===== src/design/csnh_pkg.sv =====
package csnh_pkg;

  // Channel scale and rounding offset
  localparam int CHANNEL_FULL_SCALE = 1023;
  localparam int HALF_FS            = CHANNEL_FULL_SCALE / 2;

  // Field widths
  localparam int CH_W       = 10;
  localparam int NORM_W     = 8;
  localparam int HUE_W      = 9;
  localparam int PCT_W      = 7;
  localparam int BYTE_W     = 8;
  localparam int CFG_IDX_W  = 3;
  localparam int CFG_DATA_W = 10;

  // Arithmetic constants
  localparam int CH_MAX     = 1023;
  localparam int PCT_SCALE  = 100;
  localparam int BYTE_SCALE = 255;
  localparam int HUE_STEP   = 60;
  localparam int HUE_GREEN  = 120;
  localparam int HUE_BLUE   = 240;
  localparam int HUE_WRAP   = 360;

  // Divider sizing: largest dividend is the rounded 0..255 brightness
  localparam int NUM_MAX = CH_MAX * BYTE_SCALE + HALF_FS;
  localparam int NUM_W   = $clog2(NUM_MAX + 1);
  localparam int STEPS   = (NUM_W + 1) / 2;
  localparam int QW      = 2 * STEPS;
  localparam int FS_W    = $clog2(CHANNEL_FULL_SCALE + 1);
  localparam int DEN_W   = (FS_W > CH_W) ? FS_W : CH_W;
  localparam int CNT_W   = $clog2(STEPS);

  // Register indexes
  localparam logic [CFG_IDX_W-1:0] CFG_BLACK     = CFG_IDX_W'(0);
  localparam logic [CFG_IDX_W-1:0] CFG_WHITE     = CFG_IDX_W'(1);
  localparam logic [CFG_IDX_W-1:0] CFG_REFL_ONLY = CFG_IDX_W'(2);
  localparam logic [CFG_IDX_W-1:0] CFG_FALLBACK  = CFG_IDX_W'(3);
  localparam logic [CFG_IDX_W-1:0] CFG_CLAMP_LO  = CFG_IDX_W'(4);
  localparam logic [CFG_IDX_W-1:0] CFG_CLAMP_HI  = CFG_IDX_W'(5);

  // Divisions run on the shared unit
  typedef enum logic [2:0] {
    OP_NORM,
    OP_VPCT,
    OP_VBYTE,
    OP_SAT,
    OP_HUE
  } op_t;

  typedef enum logic [4:0] {
    ST_IDLE = 5'b00001,
    ST_LOAD = 5'b00010,
    ST_RUN  = 5'b00100,
    ST_WB   = 5'b01000,
    ST_DONE = 5'b10000
  } state_t;

  typedef struct packed {
    logic              sensor_present;
    logic [CH_W-1:0]   reflection_raw;
    logic [CH_W-1:0]   red_in;
    logic [CH_W-1:0]   green_in;
    logic [CH_W-1:0]   blue_in;
  } in_item_t;

  typedef struct packed {
    logic              ready_res;
    logic [CH_W-1:0]   reflection_out;
    logic [NORM_W-1:0] normalized_out;
    logic [CH_W-1:0]   red_out;
    logic [CH_W-1:0]   green_out;
    logic [CH_W-1:0]   blue_out;
    logic [HUE_W-1:0]  hue_deg;
    logic [PCT_W-1:0]  saturation_pct;
    logic [PCT_W-1:0]  value_pct;
    logic [BYTE_W-1:0] value_byte;
  } out_item_t;

endpackage


===== src/design/csnh_if.sv =====
interface csnh_in_if;
  logic                valid;
  logic                ready;
  csnh_pkg::in_item_t  data;

  modport source (output valid, output data, input ready);
  modport sink (input valid, input data, output ready);
endinterface

interface csnh_out_if;
  logic                valid;
  logic                ready;
  csnh_pkg::out_item_t data;

  modport source (output valid, output data, input ready);
  modport sink (input valid, input data, output ready);
endinterface


===== src/design/color_sample_normalize_hsv.sv =====
// Each sample runs its divisions one after another on the shared divider (2 quotient
// bits a cycle, 9 steps plus a write-back per division): five in full mode (three with
// equal channels), one in reflection-only mode, none with the sensor absent. A new sample
// is taken only once the last is finished: in_ch.ready is high only while idle, a waiting
// result aside. Reset (rst_n low, synchronous): control, level and held registers
// to their reset levels, held values zero; divider and payload registers are not reset.
module color_sample_normalize_hsv (
  input  logic                               clk,
  input  logic                               rst_n,
  input  logic                               cfg_we,
  input  logic [csnh_pkg::CFG_IDX_W-1:0]     cfg_index,
  input  logic [csnh_pkg::CFG_DATA_W-1:0]    cfg_wdata,
  csnh_in_if.sink                            in_ch,
  csnh_out_if.source                         out_ch
);

  localparam int QW    = csnh_pkg::QW;
  localparam int DEN_W = csnh_pkg::DEN_W;
  localparam int CNT_W = csnh_pkg::CNT_W;
  localparam int CH_W  = csnh_pkg::CH_W;

  // Control and held state
  csnh_pkg::state_t state_r, state_nxt;
  csnh_pkg::op_t    op_r, op_nxt, op_sel;
  logic             out_valid_r, out_valid_nxt;
  logic [CNT_W-1:0] cnt_r, cnt_nxt;

  logic [CH_W-1:0]                 black_r, black_nxt;
  logic [CH_W-1:0]                 white_r, white_nxt;
  logic                            ro_r, ro_nxt;
  logic [csnh_pkg::NORM_W-1:0]     fallback_r, fallback_nxt;
  logic [csnh_pkg::NORM_W-1:0]     clamp_lo_r, clamp_lo_nxt;
  logic [csnh_pkg::NORM_W-1:0]     clamp_hi_r, clamp_hi_nxt;

  logic [CH_W-1:0]                 held_refl_r, held_refl_nxt;
  logic [csnh_pkg::NORM_W-1:0]     held_norm_r, held_norm_nxt;
  logic [CH_W-1:0]                 held_red_r, held_red_nxt;
  logic [CH_W-1:0]                 held_green_r, held_green_nxt;
  logic [CH_W-1:0]                 held_blue_r, held_blue_nxt;
  logic [csnh_pkg::HUE_W-1:0]      held_hue_r, held_hue_nxt;
  logic [csnh_pkg::PCT_W-1:0]      held_sat_r, held_sat_nxt;
  logic [csnh_pkg::PCT_W-1:0]      held_vpct_r, held_vpct_nxt;
  logic [csnh_pkg::BYTE_W-1:0]     held_vbyte_r, held_vbyte_nxt;

  // Divider datapath
  logic [QW-1:0]    num_r, num_nxt;
  logic [QW-1:0]    quo_r, quo_nxt;
  logic [DEN_W-1:0] rem_r, rem_nxt;
  logic [DEN_W-1:0] den_r, den_nxt;
  logic             neg_r, neg_nxt;
  logic             present_r, present_nxt;
  csnh_pkg::out_item_t out_data_r, out_data_nxt;

  logic             in_acc;
  logic             out_free;
  logic             load_div;

  // One restoring step: returns {quotient bit, new remainder}
  function automatic logic [DEN_W:0] div_step(input logic [DEN_W-1:0] rem_in,
                                              input logic             bin,
                                              input logic [DEN_W-1:0] den_in);
    logic [DEN_W:0] t;
    t = {rem_in, bin};
    if (t >= {1'b0, den_in}) begin
      div_step = {1'b1, DEN_W'(t - {1'b0, den_in})};
    end else begin
      div_step = {1'b0, t[DEN_W-1:0]};
    end
  endfunction

  // Channel extremes of the held sample
  logic [CH_W-1:0] mx, mn, delta;
  always_comb begin
    mx = held_red_r;
    if (held_green_r > mx) mx = held_green_r;
    if (held_blue_r > mx) mx = held_blue_r;
    mn = held_red_r;
    if (held_green_r < mn) mn = held_green_r;
    if (held_blue_r < mn) mn = held_blue_r;
    delta = mx - mn;
  end

  // Hue sector: signed channel difference and base angle
  logic signed [CH_W:0] hue_diff;
  logic [9:0]           hue_base;
  logic [CH_W-1:0]      hue_mag;
  always_comb begin
    priority if (mx == held_red_r) begin
      hue_diff = $signed({1'b0, held_green_r}) - $signed({1'b0, held_blue_r});
      hue_base = '0;
    end else if (mx == held_green_r) begin
      hue_diff = $signed({1'b0, held_blue_r}) - $signed({1'b0, held_red_r});
      hue_base = 10'(csnh_pkg::HUE_GREEN);
    end else begin
      hue_diff = $signed({1'b0, held_red_r}) - $signed({1'b0, held_green_r});
      hue_base = 10'(csnh_pkg::HUE_BLUE);
    end
    hue_mag = hue_diff[CH_W] ? CH_W'(-hue_diff) : hue_diff[CH_W-1:0];
  end

  // Reflection offset against black
  logic signed [CH_W:0] refl_diff;
  logic [CH_W-1:0]      refl_mag;
  logic                 range_empty;
  assign refl_diff   = $signed({1'b0, held_refl_r}) - $signed({1'b0, black_r});
  assign refl_mag    = refl_diff[CH_W] ? CH_W'(-refl_diff) : refl_diff[CH_W-1:0];
  assign range_empty = (white_r <= black_r);

  // Operand select for the division about to start
  logic [QW-1:0]    op_num;
  logic [DEN_W-1:0] op_den;
  logic             op_neg;
  always_comb begin
    op_num = '0;
    op_den = '0;
    op_neg = 1'b0;
    unique case (op_sel)
      csnh_pkg::OP_NORM: begin
        op_num = QW'(refl_mag) * QW'(csnh_pkg::PCT_SCALE);
        op_den = DEN_W'(white_r - black_r);
        op_neg = refl_diff[CH_W];
      end
      csnh_pkg::OP_VPCT: begin
        op_num = QW'(mx) * QW'(csnh_pkg::PCT_SCALE) + QW'(csnh_pkg::HALF_FS);
        op_den = DEN_W'(csnh_pkg::CHANNEL_FULL_SCALE);
      end
      csnh_pkg::OP_VBYTE: begin
        op_num = QW'(mx) * QW'(csnh_pkg::BYTE_SCALE) + QW'(csnh_pkg::HALF_FS);
        op_den = DEN_W'(csnh_pkg::CHANNEL_FULL_SCALE);
      end
      csnh_pkg::OP_SAT: begin
        op_num = QW'(delta) * QW'(csnh_pkg::PCT_SCALE) + QW'(mx >> 1);
        op_den = DEN_W'(mx);
      end
      csnh_pkg::OP_HUE: begin
        op_num = QW'(hue_mag) * QW'(csnh_pkg::HUE_STEP);
        op_den = DEN_W'(delta);
        op_neg = hue_diff[CH_W];
      end
      default: begin
        op_num = '0;
      end
    endcase
  end

  // Two restoring steps per cycle
  logic [DEN_W:0] step1, step2;
  assign step1 = div_step(rem_r, num_r[QW-1], den_r);
  assign step2 = div_step(step1[DEN_W-1:0], num_r[QW-2], den_r);

  // Write-back values from the finished quotient
  logic signed [QW:0] nq, lo_s, hi_s, nq_lo, nq_cl;
  logic [csnh_pkg::NORM_W-1:0] norm_res;
  logic signed [9:0]  hq, hsum, hwrap;
  always_comb begin
    nq    = neg_r ? -$signed({1'b0, quo_r}) : $signed({1'b0, quo_r});
    lo_s  = $signed((QW+1)'(clamp_lo_r));
    hi_s  = $signed((QW+1)'(clamp_hi_r));
    nq_lo = (nq < lo_s) ? lo_s : nq;
    nq_cl = (nq_lo > hi_s) ? hi_s : nq_lo;
    norm_res = range_empty ? fallback_r : nq_cl[csnh_pkg::NORM_W-1:0];
    hq    = neg_r ? -$signed({3'b000, quo_r[6:0]}) : $signed({3'b000, quo_r[6:0]});
    hsum  = $signed(hue_base) + hq;
    hwrap = (hsum < 0) ? hsum + 10'sd360 : hsum;
  end

  assign in_acc   = in_ch.valid && in_ch.ready;
  assign out_free = !out_valid_r || out_ch.ready;

  // Sequencer
  always_comb begin
    state_nxt      = state_r;
    op_nxt         = op_r;
    cnt_nxt        = cnt_r;
    out_valid_nxt  = out_valid_r && !out_ch.ready;
    num_nxt        = num_r;
    quo_nxt        = quo_r;
    rem_nxt        = rem_r;
    den_nxt        = den_r;
    neg_nxt        = neg_r;
    present_nxt    = present_r;
    out_data_nxt   = out_data_r;
    held_refl_nxt  = held_refl_r;
    held_norm_nxt  = held_norm_r;
    held_red_nxt   = held_red_r;
    held_green_nxt = held_green_r;
    held_blue_nxt  = held_blue_r;
    held_hue_nxt   = held_hue_r;
    held_sat_nxt   = held_sat_r;
    held_vpct_nxt  = held_vpct_r;
    held_vbyte_nxt = held_vbyte_r;
    load_div       = 1'b0;
    op_sel         = op_r;

    unique case (state_r)
      csnh_pkg::ST_IDLE: begin
        if (in_acc) begin
          present_nxt = in_ch.data.sensor_present;
          if (in_ch.data.sensor_present) begin
            held_refl_nxt = in_ch.data.reflection_raw;
            if (!ro_r) begin
              held_red_nxt   = in_ch.data.red_in;
              held_green_nxt = in_ch.data.green_in;
              held_blue_nxt  = in_ch.data.blue_in;
            end
            op_nxt    = csnh_pkg::OP_NORM;
            state_nxt = csnh_pkg::ST_LOAD;
          end else begin
            // Full mode with no sensor: drop every held value
            if (!ro_r) begin
              held_refl_nxt  = '0;
              held_norm_nxt  = '0;
              held_red_nxt   = '0;
              held_green_nxt = '0;
              held_blue_nxt  = '0;
              held_hue_nxt   = '0;
              held_sat_nxt   = '0;
              held_vpct_nxt  = '0;
              held_vbyte_nxt = '0;
            end
            state_nxt = csnh_pkg::ST_DONE;
          end
        end
      end
      csnh_pkg::ST_LOAD: begin
        load_div  = 1'b1;
        state_nxt = csnh_pkg::ST_RUN;
      end
      csnh_pkg::ST_RUN: begin
        num_nxt = num_r << 2;
        quo_nxt = {quo_r[QW-3:0], step1[DEN_W], step2[DEN_W]};
        rem_nxt = step2[DEN_W-1:0];
        cnt_nxt = cnt_r + CNT_W'(1);
        if (cnt_r == CNT_W'(csnh_pkg::STEPS - 1)) begin
          state_nxt = csnh_pkg::ST_WB;
        end
      end
      csnh_pkg::ST_WB: begin
        state_nxt = csnh_pkg::ST_RUN;
        load_div  = 1'b1;
        unique case (op_r)
          csnh_pkg::OP_NORM: begin
            held_norm_nxt = norm_res;
            if (ro_r) begin
              state_nxt = csnh_pkg::ST_DONE;
              load_div  = 1'b0;
            end else begin
              op_nxt = csnh_pkg::OP_VPCT;
            end
          end
          csnh_pkg::OP_VPCT: begin
            held_vpct_nxt = (quo_r > QW'(csnh_pkg::PCT_SCALE)) ?
                            csnh_pkg::PCT_W'(csnh_pkg::PCT_SCALE) :
                            quo_r[csnh_pkg::PCT_W-1:0];
            op_nxt = csnh_pkg::OP_VBYTE;
          end
          csnh_pkg::OP_VBYTE: begin
            held_vbyte_nxt = (quo_r > QW'(csnh_pkg::BYTE_SCALE)) ?
                             csnh_pkg::BYTE_W'(csnh_pkg::BYTE_SCALE) :
                             quo_r[csnh_pkg::BYTE_W-1:0];
            // Equal channels: no hue and no saturation
            if (delta == '0) begin
              held_sat_nxt = '0;
              held_hue_nxt = '0;
              state_nxt    = csnh_pkg::ST_DONE;
              load_div     = 1'b0;
            end else begin
              op_nxt = csnh_pkg::OP_SAT;
            end
          end
          csnh_pkg::OP_SAT: begin
            held_sat_nxt = quo_r[csnh_pkg::PCT_W-1:0];
            op_nxt       = csnh_pkg::OP_HUE;
          end
          csnh_pkg::OP_HUE: begin
            held_hue_nxt = hwrap[csnh_pkg::HUE_W-1:0];
            state_nxt    = csnh_pkg::ST_DONE;
            load_div     = 1'b0;
          end
          default: begin
            state_nxt = csnh_pkg::ST_DONE;
            load_div  = 1'b0;
          end
        endcase
        op_sel = op_nxt;
      end
      csnh_pkg::ST_DONE: begin
        // Hand the held values to the output register once it is free
        if (out_free) begin
          out_valid_nxt               = 1'b1;
          out_data_nxt.ready_res      = present_r;
          out_data_nxt.reflection_out = held_refl_r;
          out_data_nxt.normalized_out = held_norm_r;
          out_data_nxt.red_out        = held_red_r;
          out_data_nxt.green_out      = held_green_r;
          out_data_nxt.blue_out       = held_blue_r;
          out_data_nxt.hue_deg        = held_hue_r;
          out_data_nxt.saturation_pct = held_sat_r;
          out_data_nxt.value_pct      = held_vpct_r;
          out_data_nxt.value_byte     = held_vbyte_r;
          state_nxt                   = csnh_pkg::ST_IDLE;
        end
      end
      default: begin
        state_nxt = csnh_pkg::ST_IDLE;
      end
    endcase

    // Start a division on the selected operands
    if (load_div) begin
      num_nxt = op_num;
      den_nxt = op_den;
      neg_nxt = op_neg;
      rem_nxt = '0;
      quo_nxt = '0;
      cnt_nxt = '0;
    end
  end

  // Configuration writes
  always_comb begin
    black_nxt    = black_r;
    white_nxt    = white_r;
    ro_nxt       = ro_r;
    fallback_nxt = fallback_r;
    clamp_lo_nxt = clamp_lo_r;
    clamp_hi_nxt = clamp_hi_r;
    if (cfg_we) begin
      unique case (cfg_index)
        csnh_pkg::CFG_BLACK:     black_nxt    = cfg_wdata[CH_W-1:0];
        csnh_pkg::CFG_WHITE:     white_nxt    = cfg_wdata[CH_W-1:0];
        csnh_pkg::CFG_REFL_ONLY: ro_nxt       = cfg_wdata[0];
        csnh_pkg::CFG_FALLBACK:  fallback_nxt = cfg_wdata[csnh_pkg::NORM_W-1:0];
        csnh_pkg::CFG_CLAMP_LO:  clamp_lo_nxt = cfg_wdata[csnh_pkg::NORM_W-1:0];
        csnh_pkg::CFG_CLAMP_HI:  clamp_hi_nxt = cfg_wdata[csnh_pkg::NORM_W-1:0];
        default: begin
          black_nxt = black_r;
        end
      endcase
    end
  end

  // Control, configuration and held state
  always_ff @(posedge clk) begin
    if (!rst_n) begin
      state_r      <= csnh_pkg::ST_IDLE;
      op_r         <= csnh_pkg::OP_NORM;
      cnt_r        <= '0;
      out_valid_r  <= 1'b0;
      black_r      <= CH_W'(0);
      white_r      <= CH_W'(100);
      ro_r         <= 1'b0;
      fallback_r   <= csnh_pkg::NORM_W'(50);
      clamp_lo_r   <= csnh_pkg::NORM_W'(0);
      clamp_hi_r   <= csnh_pkg::NORM_W'(100);
      held_refl_r  <= '0;
      held_norm_r  <= '0;
      held_red_r   <= '0;
      held_green_r <= '0;
      held_blue_r  <= '0;
      held_hue_r   <= '0;
      held_sat_r   <= '0;
      held_vpct_r  <= '0;
      held_vbyte_r <= '0;
    end else begin
      state_r      <= state_nxt;
      op_r         <= op_nxt;
      cnt_r        <= cnt_nxt;
      out_valid_r  <= out_valid_nxt;
      black_r      <= black_nxt;
      white_r      <= white_nxt;
      ro_r         <= ro_nxt;
      fallback_r   <= fallback_nxt;
      clamp_lo_r   <= clamp_lo_nxt;
      clamp_hi_r   <= clamp_hi_nxt;
      held_refl_r  <= held_refl_nxt;
      held_norm_r  <= held_norm_nxt;
      held_red_r   <= held_red_nxt;
      held_green_r <= held_green_nxt;
      held_blue_r  <= held_blue_nxt;
      held_hue_r   <= held_hue_nxt;
      held_sat_r   <= held_sat_nxt;
      held_vpct_r  <= held_vpct_nxt;
      held_vbyte_r <= held_vbyte_nxt;
    end
  end

  // Divider and output payload
  always_ff @(posedge clk) begin
    num_r      <= num_nxt;
    quo_r      <= quo_nxt;
    rem_r      <= rem_nxt;
    den_r      <= den_nxt;
    neg_r      <= neg_nxt;
    present_r  <= present_nxt;
    out_data_r <= out_data_nxt;
  end

  assign in_ch.ready  = (state_r == csnh_pkg::ST_IDLE);
  assign out_ch.valid = out_valid_r;
  assign out_ch.data  = out_data_r;

  // Checks
  a_busy_after_accept: assert property (@(posedge clk) disable iff (!rst_n)
    in_acc |=> !in_ch.ready)
    else $error("input taken again right after a transaction");

  a_rem_below_den: assert property (@(posedge clk) disable iff (!rst_n)
    (state_r == csnh_pkg::ST_RUN) && (den_r != '0) |-> rem_r < den_r)
    else $error("divider remainder not below divisor");

  a_hue_range: assert property (@(posedge clk) disable iff (!rst_n)
    held_hue_r < csnh_pkg::HUE_W'(csnh_pkg::HUE_WRAP))
    else $error("held hue out of range");

  a_sat_range: assert property (@(posedge clk) disable iff (!rst_n)
    held_sat_r <= csnh_pkg::PCT_W'(csnh_pkg::PCT_SCALE))
    else $error("held saturation above one hundred");

  a_done_loads_out: assert property (@(posedge clk) disable iff (!rst_n)
    (state_r == csnh_pkg::ST_DONE) && out_free |=> out_valid_r)
    else $error("finished sample not presented");

endmodule


===== src/flat_wrapper.sv =====
// flat-port wrapper written by rule: the top's interface ports become plain ports
module color_sample_normalize_hsv_flat 
  (clk, rst_n, cfg_we, cfg_index, cfg_wdata, in_ch_valid, in_ch_data, in_ch_ready, out_ch_valid, out_ch_data, out_ch_ready);
  csnh_in_if in_ch_i ();
  csnh_out_if out_ch_i ();
  input  logic clk;
  input  logic rst_n;
  input  logic cfg_we;
  input  logic [csnh_pkg::CFG_IDX_W-1:0] cfg_index;
  input  logic [csnh_pkg::CFG_DATA_W-1:0] cfg_wdata;
  input wire logic [$bits(in_ch_i.valid)-1:0] in_ch_valid;
  input wire logic [$bits(in_ch_i.data)-1:0] in_ch_data;
  output wire logic [$bits(in_ch_i.ready)-1:0] in_ch_ready;
  output wire logic [$bits(out_ch_i.valid)-1:0] out_ch_valid;
  output wire logic [$bits(out_ch_i.data)-1:0] out_ch_data;
  input wire logic [$bits(out_ch_i.ready)-1:0] out_ch_ready;
  assign in_ch_i.valid = in_ch_valid;
  assign in_ch_i.data = in_ch_data;
  assign in_ch_ready = in_ch_i.ready;
  assign out_ch_valid = out_ch_i.valid;
  assign out_ch_data = out_ch_i.data;
  assign out_ch_i.ready = out_ch_ready;
  color_sample_normalize_hsv u_core (.clk(clk), .rst_n(rst_n), .cfg_we(cfg_we), .cfg_index(cfg_index), .cfg_wdata(cfg_wdata), .in_ch(in_ch_i), .out_ch(out_ch_i));
endmodule

===== config.mk =====
export PLATFORM = sky130hd
export DESIGN_NAME = color_sample_normalize_hsv_flat
export DESIGN_NICKNAME = d
export VERILOG_FILES = /design/src/design/csnh_pkg.sv /design/src/design/csnh_if.sv /design/src/design/color_sample_normalize_hsv.sv /design/src/flat_wrapper.sv
export SDC_FILE = /design/constraint.sdc
export NUM_CORES = 1
export LEC_CHECK = 0
export BUFFER_PORTS_ARGS = -buffer_cell sky130_fd_sc_hd__buf_2
export CAP_MARGIN = 15
export CORE_MARGIN = 2
export CORE_UTILIZATION = 29
export DETAILED_ROUTE_END_ITERATION = 7
export HOLD_SLACK_MARGIN = 0.02
export PLACE_DENSITY = 0.47
export SLEW_MARGIN = 20
export SYNTH_ARGS = -nofsm -noshare
export SYNTH_HDL_FRONTEND = slang
export SYNTH_SLANG_ARGS = --single-unit

===== constraint.sdc =====
create_clock -name clk -period 16.7 [get_ports clk]
set_clock_uncertainty 0.2 [all_clocks]
set_input_delay 2.505 -clock clk [delete_from_list [all_inputs] [get_ports clk]]
set_output_delay 2.505 -clock clk [all_outputs]
set_load 0.01 [all_outputs]

==> results by group <==
Timing
  – Final slew viol count: 0
  – Worst-Margin Slew: 1100 ps
  – Max-slew headroom: 0.249
  – Setup Total Neg Slack: 0 ps
  – Final min period: 12560 ps
  – Endpoints failing setup: 0
  – RSZ-0062 raised after global routing: false
  – Crit share post-route: 0.752
  – Fmax: 0.0796 GHz
  – Fin. Hold Viols: 0
  – Setup ws final: 4140 ps

Run status
  – Status: complete, no violations

Job
  – # Max-Cap Violations: 0

Worst hold path
  – Hold Path Class: flip-flop to flip-flop
  – Hold Crit Depth: 0

Floorplanning
  – Starting Density: 0.292
  – DIE HEIGHT: 286 um
  – DIE AREA: 0.0818 mm2
  – Core area: 0.0789 mm2
  – Site Rows: 103
  – Ports: 141
  – Horiz. Die Dim: 286 um

Detailed routing
  – DR top layer: met5
  – Drt first pass iters: 6
  – Vias per cell: 5.09
  – 1st-iter DRT viols: 1228
  – # DRC: 0
  – WL met1: 35200 um
  – Routed wl met2: 35300 um
  – DR vias: 19300
  – ANT nets after route: 0
  – Met3 WL: 3500 um
  – Post-Route WL: 76300 um
  – WL per Instance: 20.1 um

Setup path
  – CP max-delay cell: nor2_1
  – Worst path required time: 16820 ps
  – Crit-path most repeated cell: inv_1
  – Crit path capture type: flip-flop
  – Crit-path max cell delay: 820 ps
  – Launching element type of the critical path: flip-flop
  – Crit Path Class: flip-flop to flip-flop
  – Worst-path maximum fanout: 14
  – Path depth of the worst reg2reg path: 46
  – WP data arrival: 12680 ps

Final layout
  – Sequential Area: 0.00661 mm2
  – Layout Nets: 3145
  – Layout cell share with drive strength beyond 1: 0.105
  – Fillers: 8264
  – Area taken by multi-input logic gates: 0.0151 mm2
  – Inserted Diodes: 0
  – Area delta synth->final: 13.2%
  – Commonest non-fill, non-tap cells in the layout: ha_1, inv_1, nand2_1, a21oi_1, nor2_1
  – Final Util: 0.331
  – Commonest non-fill, non-tap cell in the layout: ha_1

CTS
  – Clk Latency, worst-skew pair: 560 ps
  – Clock transition at path regs: 60 ps
  – H-tree depth: 2
  – CTS tree: yes
  – TritonCTS Buffers: 34
  – Postcts setup bufs: 0
  – Clock tree buffer depth: 3
  – Cts hold-fix bufs: 0
  – Num Clock Sinks: 275
  – CTS Root Cell: clkbuf_16
  – Post-cts sizing count: 0

Placement
  – Dpl ws: 4250 ps
  – Post-DP HPWL: 60800 um
  – Port bufs: 140
  – RD Place Congestion: 0.921

Yosys
  – Synth area leader: ha_1
  – Synth top area share: 0.157
  – Synth warnings: 0
  – Post-Synthesis Cells: 2621
  – Synthesized flop and latch total: 275
  – Post-synth EDFFs: 110
  – Top post-synthesis cells by area: ha_1, dfxtp_1, edfxtp_1, fa_1, xnor2_1
  – Asr flop ratio synth: 0
  – Synth Cell Area: 0.0231 mm2
  – Syn Nets: 3047
  – Ys flop type: dfxtp_1
  – Cell variety after synth: 97
  – Avg Cell Area, Syn: 8.80 um2
  – Sequential area share after synthesis: 0.286

Global routing
  – Grt ovf: 0
  – Initial antenna violation count: 4
  – Gr usage total: 0.184
  – First-pass GRT wire length: 117000 um
  – Largest net degree at the start of global routing: 83
  – Vias in the first global route: 19100
==> Yosys cell counts, drive strengths merged, types with 17 or more instances <==
cell	n
clkbuf	89
edfxtp	110
a21o	71
dfxtp	165
nor2b	30
a22oi	37
nor3	41
nor2	192
a21oi	217
a31oi	17
nand2b	27
nand2	248
fa	77
o21ai	113
xor2	62
inv	272
ha	290
mux2i	39
nand3	60
o21bai	33
o211ai	18
xnor2	126
==> layout make-up <==
cell class,instances,share of cell area
multi-input cells,1972,0.578
flip-flops and latches,275,0.253
well taps,1050,0.0503
inverters,273,0.0394
clock buffers,43,0.0367
repair buffers,163,0.0335
clock inverters,19,0.00944
==> critical path, delay by kind of cell (launching register included) <==
| family | cells | cell delay [ps] |
|---|---|---|
| AND/OR/NAND/NOR | 8 | 2570 |
| multiplexers | 3 | 1020 |
| buffers and inverters | 8 | 930 |
| adder cells (fa/ha/maj) | 6 | 2160 |
| AO/OA/AOI/OAI | 19 | 4370 |
| flip-flops | 1 | 560 |
| XOR/XNOR | 2 | 530 |
==> flip-flops by register name (all words and copies together), names as in the netlist, 9 cells and up <==
signal,flops
u_core.num_r,18
u_core.black_r,10
u_core.held_refl_r,10
u_core.white_r,10
u_core.held_blue_r,10
u_core.rem_r,10
u_core.den_r,10
u_core.held_red_r,10
u_core.out_ch.data,80
u_core.quo_r,18
u_core.held_hue_r,9
u_core.held_green_r,10
==> metal layers <==
metal | track usage | vias to the layer above
li1 | - | 9386
met1 | 0.250 | 9355
met2 | 0.306 | 468
met3 | 0.0210 | 101
met4 | 0.0582 | 4
met5 | 0 | -
==> cells by family after synthesis <==
group / Yosys count / synth area share
simple gates: 709 / 0.144
compound gates: 654 / 0.187
buf+inv: 374 / 0.0617
fa+ha+maj: 368 / 0.225
flops: 275 / 0.286
xor+xnor: 189 / 0.0733
mux: 52 / 0.0236
==> final timing paths <==
| path | from | to | slack (ps) |
|---|---|---|---|
| setup / recovery | u_core.held_green_r[4] | u_core.num_r[15] | 4140 |
| hold / removal | u_core.held_norm_r[3] | u_core.out_ch.data[64] | 230 |
| setup reg to reg | u_core.held_green_r[4] | u_core.num_r[15] | 4140 |
| hold reg to reg | u_core.held_norm_r[3] | u_core.out_ch.data[64] | 230 |
==> through the flow <==
step / instance area [um2] / hold WS [ps] / cells
2_1_floorplan: 23100 / 200 / 2621
3_3_place_gp: 24900 / 220 / 3733
3_5_place_dp: 24900 / 222 / 3733
4_1_cts: 26100 / 238 / 3795
5_1_grt: 26100 / 245 / 3795
6_report: 26100 / 235 / 3795
Power is left out: the tool's default activity adds up to more than one toggle a clock period on the data nets, which glitch-free logic cannot reach.
